[config.mk]
export PLATFORM = sky130hd
export DESIGN_NAME = bitmap_rle_decoder_unit
export DESIGN_NICKNAME = d
export VERILOG_FILES = /design/src/hdl/brle_pkg.sv /design/src/hdl/brle_front.sv /design/src/hdl/brle_queue.sv /design/src/hdl/brle_back.sv /design/src/hdl/bitmap_rle_decoder_unit.sv
export SDC_FILE = /design/constraint.sdc
export NUM_CORES = 1
export LEC_CHECK = 0
export BUFFER_PORTS_ARGS = -buffer_cell sky130_fd_sc_hd__buf_2
export CAP_MARGIN = 20
export CORE_ASPECT_RATIO = 0.75
export CORE_MARGIN = 1
export CORE_UTILIZATION = 56
export DETAILED_ROUTE_END_ITERATION = 10
export PLACE_DENSITY = 0.82
export SETUP_SLACK_MARGIN = 0.15
export SYNTH_ARGS = -nofsm -noshare
export SYNTH_HDL_FRONTEND = slang
export SYNTH_SLANG_ARGS = --single-unit
[constraint.sdc]
create_clock -name clk -period 5.4 [get_ports clk]
set_input_delay 0.27 -clock clk [delete_from_list [all_inputs] [get_ports clk]]
set_output_delay 0.27 -clock clk [all_outputs]
set_load 0.05 [all_outputs]
[src/hdl/brle_pkg.sv]
package brle_pkg;

  // frame limits and field widths
  localparam int          CUR_W      = 13;
  localparam int          COORD_W    = 12;
  localparam int          CFG_DATA_W = 13;
  localparam logic [12:0] MAX_WIDTH  = 13'd4096;
  localparam logic [12:0] MAX_HEIGHT = 13'd4096;

  // command queue between parser and segment unit (depth a power of two)
  localparam int QUEUE_DEPTH = 2;
  localparam int QPTR_W      = (QUEUE_DEPTH > 1) ? $clog2(QUEUE_DEPTH) : 1;
  localparam int QCNT_W      = $clog2(QUEUE_DEPTH + 1);

  // configuration register indexes
  localparam logic [1:0] CFG_FRAME_WIDTH  = 2'd0;
  localparam logic [1:0] CFG_FRAME_HEIGHT = 2'd1;
  localparam logic [1:0] CFG_NIBBLE_MODE  = 2'd2;
  localparam logic [1:0] CFG_TOP_DOWN     = 2'd3;

  // escape codes after a zero count byte
  localparam logic [7:0] OP_EOL   = 8'd0;
  localparam logic [7:0] OP_EOB   = 8'd1;
  localparam logic [7:0] OP_DELTA = 8'd2;

  typedef enum logic [1:0] {
    KIND_SEGMENT = 2'd0,
    KIND_EOB     = 2'd1,
    KIND_TRUNC   = 2'd2
  } kind_t;

  typedef enum logic [2:0] {
    PH_COUNT = 3'd0,
    PH_VALUE = 3'd1,
    PH_DX    = 3'd2,
    PH_DY    = 3'd3,
    PH_LIT   = 3'd4,
    PH_PAD   = 3'd5
  } phase_t;

  typedef struct packed {
    logic [7:0] data_byte;
    logic       frame_start;
    logic       last_byte;
  } in_req_t;

  typedef struct packed {
    kind_t              kind;
    logic [COORD_W-1:0] start_x;
    logic [COORD_W-1:0] out_row;
    logic [7:0]         pixel_count;
    logic [7:0]         even_index;
    logic [7:0]         odd_index;
  } out_res_t;

  // raw segment or mark from the parser, not yet clipped
  typedef struct packed {
    kind_t            kind;
    logic [CUR_W-1:0] col;
    logic [CUR_W-1:0] row;
    logic [7:0]       cnt;
    logic [7:0]       even_idx;
    logic [7:0]       odd_idx;
  } cmd_t;

  // effective frame geometry and mode
  typedef struct packed {
    logic [CUR_W-1:0] eff_w;
    logic [CUR_W-1:0] eff_h;
    logic             nibble_mode;
    logic             top_down;
  } geom_t;

endpackage

[src/hdl/brle_front.sv]
module brle_front (
  input  logic            clk,
  input  logic            rst,
  input  logic            accept,
  input  brle_pkg::in_req_t req,
  input  brle_pkg::geom_t geom,
  output logic            push,
  output brle_pkg::cmd_t  cmd
);
  import brle_pkg::*;

  phase_t           phase, phase_next;
  logic [CUR_W-1:0] col, col_next;
  logic [CUR_W-1:0] row, row_next;
  logic [7:0]       run_len, run_len_next;
  logic [7:0]       lit_left, lit_left_next;
  logic             pad, pad_next;
  logic [7:0]       dx, dx_next;
  logic             fin, fin_next;

  // state as seen after an optional frame start
  phase_t           cur_phase;
  logic [CUR_W-1:0] cur_col, cur_row;
  logic [7:0]       cur_run, cur_lit, cur_dx;
  logic             cur_pad, cur_fin;

  logic [7:0]       b;
  logic             four;
  logic             cmd_valid;
  logic             do_clamp, eol;
  logic [7:0]       col_add, row_add, n;
  logic [CUR_W-1:0] col_sum, row_sum;
  logic [8:0]       b_plus;

  always_ff @(posedge clk) begin
    if (rst) begin
      phase    <= PH_COUNT;
      col      <= '0;
      row      <= '0;
      run_len  <= '0;
      lit_left <= '0;
      pad      <= 1'b0;
      dx       <= '0;
      fin      <= 1'b0;
    end else if (accept) begin
      phase    <= phase_next;
      col      <= col_next;
      row      <= row_next;
      run_len  <= run_len_next;
      lit_left <= lit_left_next;
      pad      <= pad_next;
      dx       <= dx_next;
      fin      <= fin_next;
    end
  end

  always_comb begin
    b    = req.data_byte;
    four = geom.nibble_mode;

    if (req.frame_start) begin
      cur_phase = PH_COUNT;
      cur_col   = '0;
      cur_row   = '0;
      cur_run   = '0;
      cur_lit   = '0;
      cur_pad   = 1'b0;
      cur_dx    = '0;
      cur_fin   = 1'b0;
    end else begin
      cur_phase = phase;
      cur_col   = col;
      cur_row   = row;
      cur_run   = run_len;
      cur_lit   = lit_left;
      cur_pad   = pad;
      cur_dx    = dx;
      cur_fin   = fin;
    end

    phase_next    = cur_phase;
    run_len_next  = cur_run;
    lit_left_next = cur_lit;
    pad_next      = cur_pad;
    dx_next       = cur_dx;
    fin_next      = cur_fin;
    do_clamp      = 1'b0;
    eol           = 1'b0;
    col_add       = '0;
    row_add       = '0;
    n             = 8'd1;
    b_plus        = {1'b0, b} + 9'd1;
    cmd_valid     = 1'b0;
    cmd           = '0;
    cmd.kind      = KIND_SEGMENT;
    cmd.col       = cur_col;
    cmd.row       = cur_row;

    if (!cur_fin) begin
      case (cur_phase)
        PH_COUNT: begin
          run_len_next = b;
          phase_next   = PH_VALUE;
        end
        PH_VALUE: begin
          phase_next = PH_COUNT;
          if (cur_run != 8'd0) begin
            cmd_valid    = 1'b1;
            cmd.cnt      = cur_run;
            cmd.even_idx = four ? {4'd0, b[7:4]} : b;
            cmd.odd_idx  = four ? {4'd0, b[3:0]} : b;
            col_add      = cur_run;
            do_clamp     = 1'b1;
          end else if (b == OP_EOL) begin
            eol      = 1'b1;
            row_add  = 8'd1;
            do_clamp = 1'b1;
          end else if (b == OP_EOB) begin
            fin_next  = 1'b1;
            cmd_valid = 1'b1;
            cmd       = '0;
            cmd.kind  = KIND_EOB;
          end else if (b == OP_DELTA) begin
            phase_next = PH_DX;
          end else begin
            // literal run; pad to an even number of stream bytes
            lit_left_next = b;
            pad_next      = four ? b_plus[1] : b[0];
            phase_next    = PH_LIT;
          end
        end
        PH_DX: begin
          dx_next    = b;
          phase_next = PH_DY;
        end
        PH_DY: begin
          col_add    = cur_dx;
          row_add    = b;
          do_clamp   = 1'b1;
          phase_next = PH_COUNT;
        end
        PH_LIT: begin
          if (four) begin
            n = (cur_lit[7:1] != 7'd0) ? 8'd2 : cur_lit;
          end
          cmd_valid     = 1'b1;
          cmd.cnt       = n;
          cmd.even_idx  = four ? {4'd0, b[7:4]} : b;
          cmd.odd_idx   = four ? {4'd0, b[3:0]} : b;
          col_add       = n;
          lit_left_next = (cur_lit >= n) ? cur_lit - n : 8'd0;
          if (lit_left_next == 8'd0) begin
            if (cur_pad) begin
              phase_next = PH_PAD;
            end else begin
              do_clamp   = 1'b1;
              phase_next = PH_COUNT;
            end
          end
        end
        default: begin
          pad_next   = 1'b0;
          do_clamp   = 1'b1;
          phase_next = PH_COUNT;
        end
      endcase
    end

    col_sum = (eol ? '0 : cur_col) + {{(CUR_W-8){1'b0}}, col_add};
    row_sum = cur_row + {{(CUR_W-8){1'b0}}, row_add};
    if (do_clamp) begin
      col_next = (col_sum > geom.eff_w) ? geom.eff_w : col_sum;
      row_next = (row_sum > geom.eff_h) ? geom.eff_h : row_sum;
    end else begin
      col_next = col_sum;
      row_next = row_sum;
    end

    // last byte without end of bitmap replaces any segment
    if (req.last_byte && !fin_next) begin
      fin_next  = 1'b1;
      cmd_valid = 1'b1;
      cmd       = '0;
      cmd.kind  = KIND_TRUNC;
    end

    push = accept && cmd_valid;
  end

endmodule

[src/hdl/brle_queue.sv]
module brle_queue (
  input  logic           clk,
  input  logic           rst,
  input  logic           push,
  input  brle_pkg::cmd_t push_cmd,
  input  logic           pop,
  output logic           full,
  output logic           not_empty,
  output brle_pkg::cmd_t head
);
  import brle_pkg::*;

  cmd_t              entries [QUEUE_DEPTH];
  logic [QPTR_W-1:0] wr_ptr, rd_ptr;
  logic [QCNT_W-1:0] fill, fill_next;

  assign full      = (fill == QCNT_W'(QUEUE_DEPTH));
  assign not_empty = (fill != '0);
  assign head      = entries[rd_ptr];

  always_comb begin
    fill_next = fill;
    if (push && !pop) begin
      fill_next = fill + 1'b1;
    end else if (pop && !push) begin
      fill_next = fill - 1'b1;
    end
  end

  always_ff @(posedge clk) begin
    if (rst) begin
      wr_ptr <= '0;
      rd_ptr <= '0;
      fill   <= '0;
    end else begin
      fill <= fill_next;
      if (push) begin
        wr_ptr <= wr_ptr + 1'b1;
      end
      if (pop) begin
        rd_ptr <= rd_ptr + 1'b1;
      end
    end
  end

  always_ff @(posedge clk) begin
    if (push) begin
      entries[wr_ptr] <= push_cmd;
    end
  end

endmodule

[src/hdl/brle_back.sv]
module brle_back (
  input  logic              clk,
  input  logic              rst,
  input  logic              q_valid,
  input  brle_pkg::cmd_t    q_head,
  input  brle_pkg::geom_t   geom,
  output logic              pop,
  output logic              out_valid,
  input  logic              out_stall,
  output brle_pkg::out_res_t out_data
);
  import brle_pkg::*;

  logic             visible, keep, load;
  logic [CUR_W-1:0] avail, row_map;
  out_res_t         res;

  always_comb begin
    visible = (q_head.row < geom.eff_h) && (q_head.col < geom.eff_w) &&
              (q_head.cnt != 8'd0);
    keep    = (q_head.kind != KIND_SEGMENT) || visible;
    avail   = geom.eff_w - q_head.col;
    row_map = geom.top_down ? q_head.row : geom.eff_h - CUR_W'(1) - q_head.row;

    res = '0;
    res.kind = q_head.kind;
    if (q_head.kind == KIND_SEGMENT) begin
      res.start_x     = q_head.col[COORD_W-1:0];
      res.out_row     = row_map[COORD_W-1:0];
      res.pixel_count = ({{(CUR_W-8){1'b0}}, q_head.cnt} > avail) ? avail[7:0] : q_head.cnt;
      res.even_index  = q_head.even_idx;
      res.odd_index   = q_head.odd_idx;
    end

    pop  = q_valid && (!out_valid || !out_stall);
    load = pop && keep;
  end

  always_ff @(posedge clk) begin
    if (rst) begin
      out_valid <= 1'b0;
    end else if (load) begin
      out_valid <= 1'b1;
    end else if (!out_stall) begin
      out_valid <= 1'b0;
    end
  end

  always_ff @(posedge clk) begin
    if (load) begin
      out_data <= res;
    end
  end

endmodule

[src/hdl/bitmap_rle_decoder_unit.sv]
// rle8 / rle4 compressed bitmap decoder, one stream byte per request
// input channel: in_valid / in_stall with data_byte, frame_start, last_byte;
//   a request is taken on a clock edge with in_valid high and in_stall low
// output channel: out_valid / out_stall with one result per request at most:
//   a clipped pixel segment, an end-of-bitmap mark or a truncated-stream error
// config: cfg_wr_en writes cfg_data to register cfg_index (frame_width,
//   frame_height, nibble_mode, top_down); write only while the decoder is idle
// throughput: one byte per cycle; the parser takes a byte every cycle as long
//   as the two-entry command queue in front of the segment unit is not full
// path: a taken byte's result passes from the parser into the queue, then
//   through clip and row mapping into the output register
// receiver stall: the output register holds its result, the queue fills, and
//   in_stall rises once both queue entries are occupied
// reset: frame 1x1, rle8, bottom-up; parser waits for a count byte, cursors
//   zero, queue empty, out_valid low
module bitmap_rle_decoder_unit (
  input  logic                            clk,
  input  logic                            rst,
  input  logic                            cfg_wr_en,
  input  logic [1:0]                      cfg_index,
  input  logic [brle_pkg::CFG_DATA_W-1:0] cfg_data,
  input  logic                            in_valid,
  output logic                            in_stall,
  input  brle_pkg::in_req_t               in_data,
  output logic                            out_valid,
  input  logic                            out_stall,
  output brle_pkg::out_res_t              out_data
);
  import brle_pkg::*;

  // configuration registers
  logic [CFG_DATA_W-1:0] frame_width;
  logic [CFG_DATA_W-1:0] frame_height;
  logic                  nibble_mode;
  logic                  top_down;

  geom_t geom;
  logic  accept;
  logic  push, pop, q_full, q_valid;
  cmd_t  push_cmd, q_head;

  always_ff @(posedge clk) begin
    if (rst) begin
      frame_width  <= CFG_DATA_W'(1);
      frame_height <= CFG_DATA_W'(1);
      nibble_mode  <= 1'b0;
      top_down     <= 1'b0;
    end else if (cfg_wr_en) begin
      case (cfg_index)
        CFG_FRAME_WIDTH:  frame_width  <= cfg_data;
        CFG_FRAME_HEIGHT: frame_height <= cfg_data;
        CFG_NIBBLE_MODE:  nibble_mode  <= cfg_data[0];
        CFG_TOP_DOWN:     top_down     <= cfg_data[0];
        default: ;
      endcase
    end
  end

  // register values above the frame limit act as the limit
  always_comb begin
    geom.eff_w       = (frame_width > MAX_WIDTH) ? MAX_WIDTH : frame_width;
    geom.eff_h       = (frame_height > MAX_HEIGHT) ? MAX_HEIGHT : frame_height;
    geom.nibble_mode = nibble_mode;
    geom.top_down    = top_down;
  end

  // input side stalls only on a full command queue
  assign in_stall = q_full;
  assign accept   = in_valid && !q_full;

  // byte parser: opcode decode, cursor tracking and clamping
  brle_front u_front (
    .clk    (clk),
    .rst    (rst),
    .accept (accept),
    .req    (in_data),
    .geom   (geom),
    .push   (push),
    .cmd    (push_cmd)
  );

  // decouples the parser from output backpressure
  brle_queue u_queue (
    .clk       (clk),
    .rst       (rst),
    .push      (push),
    .push_cmd  (push_cmd),
    .pop       (pop),
    .full      (q_full),
    .not_empty (q_valid),
    .head      (q_head)
  );

  // visibility test, width clip, row mapping and output register
  brle_back u_back (
    .clk       (clk),
    .rst       (rst),
    .q_valid   (q_valid),
    .q_head    (q_head),
    .geom      (geom),
    .pop       (pop),
    .out_valid (out_valid),
    .out_stall (out_stall),
    .out_data  (out_data)
  );

endmodule
==> summary.md, run 1 <==
| Metric | Value |
|---|---|
| GP Congestion | between 0.9 and 1 |
| Overall Power | a little over 6000 uW |
| Commonest non-fill, non-tap cell in the layout | edfxtp_1 |
| Clock Pin Slew Worst Setup and Hold Paths | ~0.070 ns |
| Crit start category | register |
| Min-delay src | cfg_data[9] |
| IO Pins | around 80 |
| Fin Clk Skew | between 0.02 and 0.025 ns |
| Remaining Overflow, GRT | 0 |
| Number of max-cap violations | 0 |
| Routed via count | roughly 11,000 |
| Met2 wire len | ~16,000 um |
| Met3 WL | approximately 2700 um |
| Worst setup margin | ~0.23 ns |
| Synth cell types | 64 |
| Leading area contributor after synthesis | edfxtp_1 |
| Crit. Startpoint | u_front.lit_left[3] |
| VDD IR max | roughly 0.00024 V |
| DP Cell Count | 1,740 |
| Drc violations | 0 |
| FF+latch count, synth | ~230 |
| Worst-margin pin slew | roughly 1.1 ns |
| Final Hold Fails | 0 |
| Netlist Area Pre-Place | between 0.01 and 0.015 sq mm |
| Initial drt markers | around 970 |
| First-pass GRT wire length | about 54,000 um |
| Layout area overhead | 15.0% |
| Pwr/cell area | ~400 mW/mm^2 |
| Post-Layout Cell Count | about 1,800 |
| Drt via density | slightly above 6 |
| Largest net degree at the start of global routing | 65 |
| Critical path class | reg -> reg |
| Top cell type's share of synthesized area | 31.9% |
| Die W | between 150 and 200 um |
| Core footprint | around 0.023 sq mm |
| Pre-CTS WS | -0.265 ns |
| Setup_tns | 0 ns |
| GR Util All Layers | between 20% and 30% |
| Clock Path Buffers | 3 |
| Number of global-route vias before repair | 10,200 |
| Metal-1 WL | roughly 15,000 um |
| Final setup viols | 0 |
| F_max | between 150 and 200 MHz |
| Port buffer count | 81 |
| Final period util | between 90 and 100% |
| Synth area leaders | edfxtp_1 32%, dfxtp_1 13%, ha_1 9.2%, mux2i_1 5.5%, nor2_1 4.0% |
| Mapped Avg Cell Area | between 9 and 10 sq um |
| Initial antenna violation count | 0 |
| CTS tree | done |
| Most frequent cells in the layout | 142 x edfxtp_1, 138 x nor2_1, 115 x nand2_1 |
| Ys flop type | edfxtp_1 |
| Required @ worst endpoint | 5.78 ns |
| Worst-Skew Late Latency | around 0.53 ns |
| Fillers | 1,799 |
| Worst Hold Slack | about 0.017 ns |
| Final min period | approximately 5.2 ns |
| Unrepaired setup endpoints after global routing | no |
| Worst Path Max Fanout | 14 |
| Final max-slew violation count | 0 |
| Mapped Cells | between 1,000 and 1,500 |
| LEAKAGE | ~0.0063 uW |
| Share of the yosys chip area belonging to registers | between 40 and 50% |
| Async S/R FF share, synth | 0% |
| Worst hold path type | in -> reg |
| Hpwl dp | about 25,000 um |
| DR top layer | met4 |
| 1st-pass router iterations | 6 |
| Clk sink count | roughly 230 |
| Per-cell routed wire length | ~19 um |
| Yosys warns | 0 |
| Crit path capture type | register |
| Die area | approximately 0.024 sq mm |
| Clock Tree Root | clkbuf_16 |
| Worst r2r src | u_front.lit_left[3] |
| Post-synth EDFFs | 142 |
| CP Data Arrival Time | 5.55 ns |
| Row cnt | 48 |
| DRT antenna net count | 0 |
| Initial Util | between 50% and 60% |
| Final WL | 34,700 um |
| Die H | 136 um |
| Final nets | around 1,600 |
| Status | finished clean |
| TritonCTS Buffers | 24 |
| Max-slew headroom | 23.3% |
| H-tree level count | 1 |
| # diodes | 0 |
| Share of layout cells above drive strength 1 | between 15 and 20% |
==> synth_stat cells (all sizes together), types with 28 or more instances <==
library cell,instances
mux2i,74
nor2,143
and2,43
nand2,115
clkbuf,44
inv,68
a21oi,109
edfxtp,142
o21ai,57
nor2b,28
ha,98
dfxtp,89
==> area by class of cell <==
type                            count  area [sq um]  share of cell area [%]
Tap cell                          300           375                    2.44
Inverter                           69           259                    1.69
Clock buffer                       38           723                    4.71
Sequential cell                   231          6060                    39.4
Clock inverter                      6          90.1                   0.586
Multi-Input combinational cell   1004          6980                    45.4
Timing Repair Buffer              144           882                    5.74
==> registers in the layout, summed over array words and instances (netlist names), 2 cells and up, named ones only <==
name / count
u_queue.entries: 96
u_back.out_data: 46
frame_height: 13
u_front.dx: 8
frame_width: 13
u_front.run_len: 8
u_front.col: 13
u_front.lit_left: 8
u_front.phase: 3
u_front.row: 13
u_queue.fill: 2
==> power by group <==
part,total [uW],internal [uW],switching (uW)
Combinational,2210,722,1490
Clock,1700,1010,691
Sequential,2290,2170,120
==> path summary, 6_finish.rpt <==
path	to	slack, ns	cells past startpoint
max	u_front.row[7]	0.23	18
min	frame_height[9]	0.02	3
max reg2reg	u_front.row[7]	0.23	18
min reg2reg	frame_width[8]	0.45	2
==> critical path, stage by stage, from the launching register on <==
cell,delay (ns)
dfxtp_2,0.32
nor2b_4,0.13
nor4_2,0.32
or4b_4,0.55
o21ai_4,0.19
buf_4,0.13
buf_4,0.09
buf_4,0.09
ha_1,0.15
inv_1,0.06
fa_1,0.42
a21oi_1,0.18
o211ai_1,0.13
xor2_1,0.18
or4b_4,0.55
or4b_4,0.62
a21oi_4,0.50
mux2i_1,0.32
a21oi_1,0.09
==> logic make-up after synthesis <==
| kind of cell | synth area share, % |
|---|---|
| fa+ha+maj | 9.93 |
| buf+inv | 3.82 |
| compound gates | 14.1 |
| simple gates | 16.7 |
| flops | 45.3 |
| mux | 7.32 |
| other cells | 0.0281 |
| xor+xnor | 2.89 |
==> timing repair <==
item,CTS,global route
endpoints found under the setup margin,12,25
hold buffers,1,0
pin swaps,10,20
gates resized for setup,10,36
hold endpoints to repair,1,0
buffers inserted,4,3
==> per-stage QoR <==
step | area, sq um | utilization (%)
global placement | 14300 | 61.8
CTS | 15200 | 65.6
floorplan | 13400 | -
global route | 15400 | 66.3
finish | 15400 | 66.3
detailed placement | 14300 | 61.8
==> layer usage <==
layer	vias up	GRT usage, %
met5	-	0
met4	0	8.36
met3	69	3.87
met2	441	45.4
met1	5181	39.5
li1	5134	-
Power figures use the tool's default switching activity.
==> inputs of run 2 (changes only) <==
Settings changed: CORE_UTILIZATION 56 to 40, PLACE_DENSITY 0.82 to 0.64.
==> run 2 against run 1 <==
Worst hold slack got worse by 0.0042 ns. Clock skew down 0.0054 ns. Highest routed layer unchanged. Cell count is 9.2% higher. Clock power is 6% higher. Worst setup slack better by 0.10 ns. Register-to-register slack better by 0.10 ns. Largest cell class unchanged. Die area grew 39%. Utilization down 18 points. Via count decreased by 2.3%. Combinational power up 2%. Critical endpoint is now u_front.col[8].
==> summary.md, run 2 (synthesized netlist as in run 1, its figures left out) <==
| Metric | Value |
|---|---|
| Status | finished clean |
| Per-cell routed wire length | 18.6 um (-4.0%) |
| Hpwl dp | 26,300 um (+5.8%) |
| Commonest non-fill, non-tap cell in the layout | edfxtp_1 |
| Most used cell, CP | o21ai_2 |
| Number of global-route vias before repair | 10,100 (-1.7%) |
| Met2 Use GR | 32.6% (-13 points) |
| Final nets | 1,628 (+1.3%) |
| Crit path capture type | register |
| Design area | 0.0158 sq mm (+3.1%) |
| Final Hold Fails | 0 (unchanged) |
| Met3 Use GR | 2.93% (-0.94 points) |
| Most frequent cells in the layout | 142 x edfxtp_1, 138 x nor2_1, 115 x nand2_1 |
| Clock Pin Slew Worst Setup and Hold Paths | 0.06 ns (about the same) |
| Final core utilization | 48.6% (-18 points) |
| Share of layout cells above drive strength 1 | 19.0% (+1.4 points) |
| IO Pins | 82 (unchanged) |
| Number of max-cap violations | 0 (unchanged) |
| Worst-margin pin slew | 1.07 ns (-0.0809 ns) |
| Die H | 160 um (+18%) |
| Final period util | 93.8% (-1.9 points) |
| Remaining Overflow, GRT | 0 (unchanged) |
| Gr busiest metal | met2 |
| Final max-slew violation count | 0 (unchanged) |
| Port buffer count | 81 (unchanged) |
| Critical path class | reg -> reg |
| Crit path cell chain | nor2b_4, nor4_4, or4b_4, o21ai_4, a22oi_2, a21oi_2, ha_2, inv_2, fa_2, nor2b_2, o21ai_2, a21boi_2, o21a_1, nor2_2, xnor2_2, ha_1, a21o_1, a21o_1, a2111oi_4, o21ai_2, o21ai_2, a21oi_4, or4b_4, o311ai_2 |
| Die W | 213 um (+18%) |
| Clock Path Buffers | 3 (unchanged) |
| # diodes | 0 (unchanged) |
| Overall Power | 6350 uW (+2.3%) |
| LEAKAGE | 0.00641 uW (+2.5%) |
| Crit path largest cell delay | 0.53 ns (-0.09 ns) |
| Clock Tree Root | clkbuf_16 |
| Largest regs | u_queue.entries: 96 flops, u_back.out_data: 46 flops |
| Clk sink count | 231 (unchanged) |
| Worst setup margin | 0.333 ns (+0.100 ns) |
| Initial Util | 41.0% (-17 points) |
| H-tree level count | 1 (unchanged) |
| Pre-CTS WS | -0.303 ns (-0.0376 ns) |
| CTS tree | done |
| Top delay family on crit path | compound AO/OA/AOI/OAI gates |
| Routed via count | 10,600 (-2.3%) |
| Max FFs per register | 96 (unchanged) |
| Max-slew headroom | 28.8% (+5.4 points) |
| Worst Hold Slack | 0.0125 ns (-0.00417 ns) |
| Worst-Skew Late Latency | 0.55 ns (+0.02 ns) |
| Largest net degree at the start of global routing | 65 (unchanged) |
| 1st-pass router iterations | 5 (-1) |
| Register bank with the most flops | u_queue.entries |
| Final setup viols | 0 (unchanged) |
| Required @ worst endpoint | 5.86 ns (+0.08 ns) |
| Worst Path Max Fanout | 2 (-12) |
| VDD IR max | 0.000327 V (+38%) |
| Drc violations | 0 (unchanged) |
| F_max | 197 MHz (+2.0%) |
| Initial drt markers | 795 (-18%) |
| Drt via density | 5.41 (-11%) |
| GR Util All Layers | 21.1% (-7.0 points) |
| Worst path bufs/invs | 1 (-3) |
| DRT antenna net count | 0 (unchanged) |
| Layout area overhead | 18.6% |
| CP Data Arrival Time | 5.53 ns (-0.02 ns) |
| First-pass GRT wire length | 56,300 um (+4.4%) |
| Final min period | 5.07 ns (-0.100 ns) |
| Initial antenna violation count | 0 (unchanged) |
| GP Congestion | 0.944 (-3.1%) |
| Row cnt | 57 (+19%) |
| Crit start category | register |
| Fin Clk Skew | 0.0161 ns (-0.00540 ns) |
| Unrepaired setup endpoints after global routing | no |
| Worst hold path type | in -> reg |
| Slowest CP cell | or4b_4 |
| Grt met1 use | 31.1% (-8.4 points) |
| Final WL | 36,400 um (+4.9%) |
| TritonCTS Buffers | 26 (+8.3%) |
| Pwr/cell area | 401 mW/mm^2 (-0.76%) |
| Core footprint | 0.0326 sq mm (+41%) |
| Placed cell areas | 0.0145 sq mm (+1.5%) |
| Die area | 0.0341 sq mm (+39%) |
==> run 2: where the power goes <==
part | internal, uW | leakage [uW] | total [uW] | switching, uW
Sequential | 2170 | 0.00209 | 2280 | 107
Combinational | 742 | 0.00388 | 2260 | 1510
Clock | 1060 | 0.000438 | 1810 | 752
==> run 2: tightest hold or removal path, stage by stage <==
cell and delay [ns]:
buf_2 0.11, nand2_1 0.07, a21oi_1 0.06
==> run 2: layer usage <==
metal,share of wire [%],up-vias
met3,4.9,46
met4,2.1,0
li1,-,5167
met2,44,285
met1,49,5081
met5,0,-
==> run 2: what timing repair did <==
action                                 4_1_cts  5_1_grt
pin swaps                                   11       20
setup endpoints to repair                   12       25
endpoints found under the hold margin       19        0
setup buffers                                3        6
gates cloned                                 0        1
gates resized for setup                     13       43
hold buffers                                11        0
==> run 2: per-stage QoR <==
stage,TNS (ns),cells
3_5_place_dp,-1.09,1886
6_report,0,1957
4_1_cts,0,1948
3_3_place_gp,-1.10,1886
2_1_floorplan,0,1361
5_1_grt,0,1957
==> run 2: layout make-up <==
cell class              instances  area, sq um
inverters                      69          259
clock inverters                15          156
clock buffers                  33          728
multi-input cells            1005         7030
repair buffers                162         1060
flip-flops and latches        231         6060
fillers                      3037        16700
well taps                     442          553
==> run 2: worst paths after layout <==
check	to	from	slack, ns	cells after the start
worst max-delay path	u_front.col[8]	u_front.lit_left[3]	0.33	24
worst min-delay path	frame_height[6]	cfg_data[6]	0.01	3
worst max register to register	u_front.col[8]	u_front.lit_left[3]	0.33	24
worst min register to register	frame_width[6]	frame_width[6]	0.46	2
